## src/rtl/tsp_pkg.sv

```systemverilog
`timescale 1ns / 1ps
`default_nettype none

package tsp_pkg;

  localparam int DEF_PAGE_TILES  = 32;
  localparam int DEF_MASK_TILES  = 64;
  localparam int DEF_BLOCK_COUNT = 256;

  localparam logic [63:0] CODE_BASE = 64'hFF00;
  localparam int WORD_BITS = 16;

  typedef enum logic [1:0] {
    REQ_RESERVE = 2'd0,
    REQ_MARK    = 2'd1,
    REQ_READ    = 2'd2,
    REQ_CLEAR   = 2'd3
  } req_t;

  typedef struct packed {
    logic take_in;
    logic sweep;
    logic finish;
  } tsp_cmd_t;

  typedef struct packed {
    logic out_free;
    logic sweep_last;
  } tsp_stat_t;

  function automatic logic [63:0] encode_word(input logic [WORD_BITS-1:0] w);
    logic [63:0] code;
    code = CODE_BASE;
    for (int j = 0; j < WORD_BITS; j++) begin
      code[16 + 3 * j] = w[j];
    end
    return code;
  endfunction

endpackage

`default_nettype wire

```

## src/rtl/tsp_ctrl.sv

```systemverilog
`timescale 1ns / 1ps
`default_nettype none

module tsp_ctrl (
  input  logic               clk,
  input  logic               rst_n,
  input  logic               in_valid,
  input  logic [1:0]         in_req_type,
  input  tsp_pkg::tsp_stat_t stat,
  output tsp_pkg::tsp_cmd_t  cmd,
  output logic               in_ready
);
  import tsp_pkg::*;

  typedef enum logic [1:0] {
    S_IDLE,
    S_FIN,
    S_SWEEP
  } state_t;

  state_t state_r;
  logic   from_req_r;
  logic   accept;

  assign in_ready = (state_r == S_IDLE) && stat.out_free;
  assign accept   = in_valid && in_ready;

  always_comb begin
    cmd.take_in = accept;
    cmd.sweep   = (state_r == S_SWEEP);
    cmd.finish  = (state_r == S_FIN) && stat.out_free;
  end

  always_ff @(posedge clk) begin
    if (!rst_n) begin
      state_r    <= S_SWEEP;
      from_req_r <= 1'b0;
    end else begin
      unique case (state_r)
        S_IDLE: begin
          if (accept) begin
            unique case (req_t'(in_req_type)) inside
              REQ_RESERVE: state_r <= S_IDLE;
              REQ_MARK, REQ_READ: state_r <= S_FIN;
              REQ_CLEAR: begin
                state_r    <= S_SWEEP;
                from_req_r <= 1'b1;
              end
              default: state_r <= S_IDLE;
            endcase
          end
        end
        S_FIN: begin
          if (stat.out_free) begin
            state_r <= S_IDLE;
          end
        end
        S_SWEEP: begin
          if (stat.sweep_last) begin
            state_r    <= from_req_r ? S_FIN : S_IDLE;
            from_req_r <= 1'b0;
          end
        end
        default: state_r <= S_IDLE;
      endcase
    end
  end

endmodule

`default_nettype wire

```

## config.mk

```make
export PLATFORM = sky130hd
export DESIGN_NAME = tsp_ctrl
export DESIGN_NICKNAME = d
export VERILOG_FILES = /design/src/rtl/tsp_pkg.sv /design/src/rtl/tsp_ctrl.sv
export SDC_FILE = /design/constraint.sdc
export NUM_CORES = 1
export LEC_CHECK = 0
export BUFFER_PORTS_ARGS = -buffer_cell sky130_fd_sc_hd__buf_4
export CORE_AREA = 2 2 39 41
export DETAILED_ROUTE_END_ITERATION = 7
export DIE_AREA = 0 0 41 43
export PLACE_DENSITY = 0.41
export SLEW_MARGIN = 30
export SYNTH_ARGS = -nofsm -noshare
export SYNTH_HDL_FRONTEND = slang
export SYNTH_SLANG_ARGS = --single-unit
```

## constraint.sdc

```tcl
create_clock -name clk -period 2.3 [get_ports clk]
set_input_delay 0.23 -clock clk [delete_from_list [all_inputs] [get_ports clk]]
set_output_delay 0.23 -clock clk [all_outputs]
set_load 0.05 [all_outputs]
```

==> impl_metrics.tcl <==
set metrics [dict create \
    tightestPinTransition_ps 180 \
    numClockSinks 3 \
    drt_pass1_iterations 1 \
    cts-buffers-inserted 3 \
    synth_area_um2 204 \
    cts_root_buf "clkbuf_4" \
    initial_core_util_pct 14.7 \
    clk_latency_ps 230 \
    path_cells "and4bb_4 > buf_4" \
    dpl_cell_area_um2 292 \
    via_count 202 \
    grt_pass1_vias 210 \
    die_w_um 41 \
    diodes 0 \
    rows 14 \
    hold_buffers 0 \
    syn_avg_cell_area_um2 10.2 \
    seq_area_frac_synth_pct 29.4 \
    first_iter_violations 0 \
    fin_nets 43 \
    ys_ff_latch 3 \
    clock.fmax_mhz 733 \
    fin_setup_tns_ps 0 \
    irDropWorstVdd_uv 89.9 \
    maxCapViolCount 0 \
    crit_family "simple AND/OR/NAND/NOR gates" \
    grt_pass1_wl_um 759 \
    grt_max_degree 7 \
    cts.clk_slew.worst_paths_ps 40 \
    drc 0 \
    ant_nets 0 \
    finClkSkew_ps 7.08 \
    period_share_pct 59.4 \
    ioPinCount 11 \
    cts_tree "done" \
    synth_compound_area_share_pct 18.4 \
    critPathMaxFanout 6 \
    setup_viol_count_final 0 \
    ys_warn_count 0 \
    dp_cells 45 \
    slowest_stage "and4bb_4" \
    chipHeight_um 43 \
    slew_headroom_pct 88.0 \
    synth_cell_type_count 16 \
    detail_route.wl_per_cell_um 9.63 \
    synth-xor-area-share_pct 0 \
    area_growth_pct 55.8 \
    slew_viol_final 0 \
    fin_area_um2 318 \
    max_stage_delay_ps 360 \
    hpwl_um 380 \
    synth_mux_area_share_pct 5.52 \
    grt_overflow 0 \
    die_area_um2 1760 \
    syn_nets 29 \
    drive_gt1_share_pct 57.6 \
    worstSetupStartpointType "flop" \
    critPathCaptureType "output port" \
    hold_path.class "in -> reg" \
    timing.hold.ws_ps 196 \
    cts_setup_buffers 0 \
    p_leak_uw 0.000137 \
    cts_buffer_depth 2 \
    finalHoldViolCount 0 \
    outcome "finished clean" \
    crit_required_ps 2070 \
    p_per_area_nw_per_um2 598 \
    crit_buf_inv 1 \
    coreArea_um2 1380 \
    critical_path_class "reg -> out" \
    synth_adder_area_share_pct 12.3 \
    finalWirelength_um 472 \
    antenna_found_initial 0 \
    synth_top_family_by_area "simple AND/OR/NAND/NOR gates" \
    htreeDepth 1 \
    vias_per_cell 4.12 \
    arrival_ps 1140 \
    grtUsageTotal_pct 6.91 \
    place.port_buffers 10 \
    place_congestion 0.606 \
    layout_min_cycle_time_ps 1370 \
    power_uw 190 \
    cts_resized 0 \
    instances_no_fill 49 \
    synthCells 20 \
    rsz0062_at_grt "no" \
    synth-simple-area-share_pct 28.8 \
]
[cell usage in the layout, fill, tap and decap left out]
master     n
buf_4     10
a31oi_1    1
a21oi_1    1
and4bb_4   1
ha_1       2
nand3_1    1
o21ai_0    1
clkbuf_4   3
and3b_2    1
a21oi_2    1
clkbuf_1   1
mux2_2     1
dfxtp_1    3
nand2_1    1
and2b_2    1
nor3b_1    2
a211oi_2   1
inv_1      1
[through the flow]
stage / setup slack [ps] / util [%]
floorplan: 572 / -
global placement: 1200 / 21.1
detailed placement: 1180 / 21.1
CTS: 931 / 23.0
global route: 890 / 23.0
finish: 935 / 23.0
[cells in the mapped netlist]
cell | n | area (µm²)
a211oi_2 | 1 | 12.5
o21ai_0 | 1 | 5.00
and4bb_4 | 1 | 16.3
nor3b_1 | 2 | 15.0
nand2_1 | 1 | 3.75
inv_1 | 1 | 3.75
buf_4 | 1 | 7.51
and3b_2 | 1 | 10.0
nand3_1 | 1 | 5.00
a31oi_1 | 1 | 6.26
mux2_2 | 1 | 11.3
and2b_2 | 1 | 8.76
ha_1 | 2 | 25.0
a21oi_2 | 1 | 8.76
dfxtp_1 | 3 | 60.1
a21oi_1 | 1 | 5.00
[power breakdown]
part	internal (µW)	leakage (µW)	switching (µW)
clock network	65.1	0.0000150	28.0
logic	18.0	0.0000972	22.2
registers	54.3	0.0000246	2.56
[cells by family (layout without fill, tap and decap cells)]
family	after synthesis	count (layout)
compound gates	5	5
fa+ha+maj	2	2
mux	1	1
flops	3	3
simple gates	7	7
buf+inv	2	15
[worst paths after layout]
kind | from | to | slack, ps | cells after the start
max reg2reg | state_r[0]$_SDFFE_PN0P_ | from_req_r$_SDFFE_PN0P_ | 1280 | 3
min reg2reg | state_r[0]$_SDFFE_PN0P_ | state_r[1]$_SDFFE_PN1P_ | 530 | 1
max | state_r[0]$_SDFFE_PN0P_ | cmd[2] | 930 | 2
min | rst_n | state_r[1]$_SDFFE_PN1P_ | 200 | 2
[per-layer routing]
metal | share of wire [%] | global-route usage [%]
met5 | 0 | 0
met4 | 0 | 8.00
met1 | 33 | 5.43
met3 | 7.8 | 3.14
met2 | 59 | 10.6
[state kept, by name, indices dropped and copies added (netlist names)]
signal,count
state_r,2
from_req_r,1
[layout make-up]
cell class / instances / area, µm²
fillers: 165 / 1070
multi-input cells: 15 / 133
repair buffers: 10 / 75.1
flip-flops and latches: 3 / 60.1
clock buffers: 4 / 26.3
well taps: 16 / 20.0
inverters: 1 / 3.75
Power figures use the tool's default switching activity.
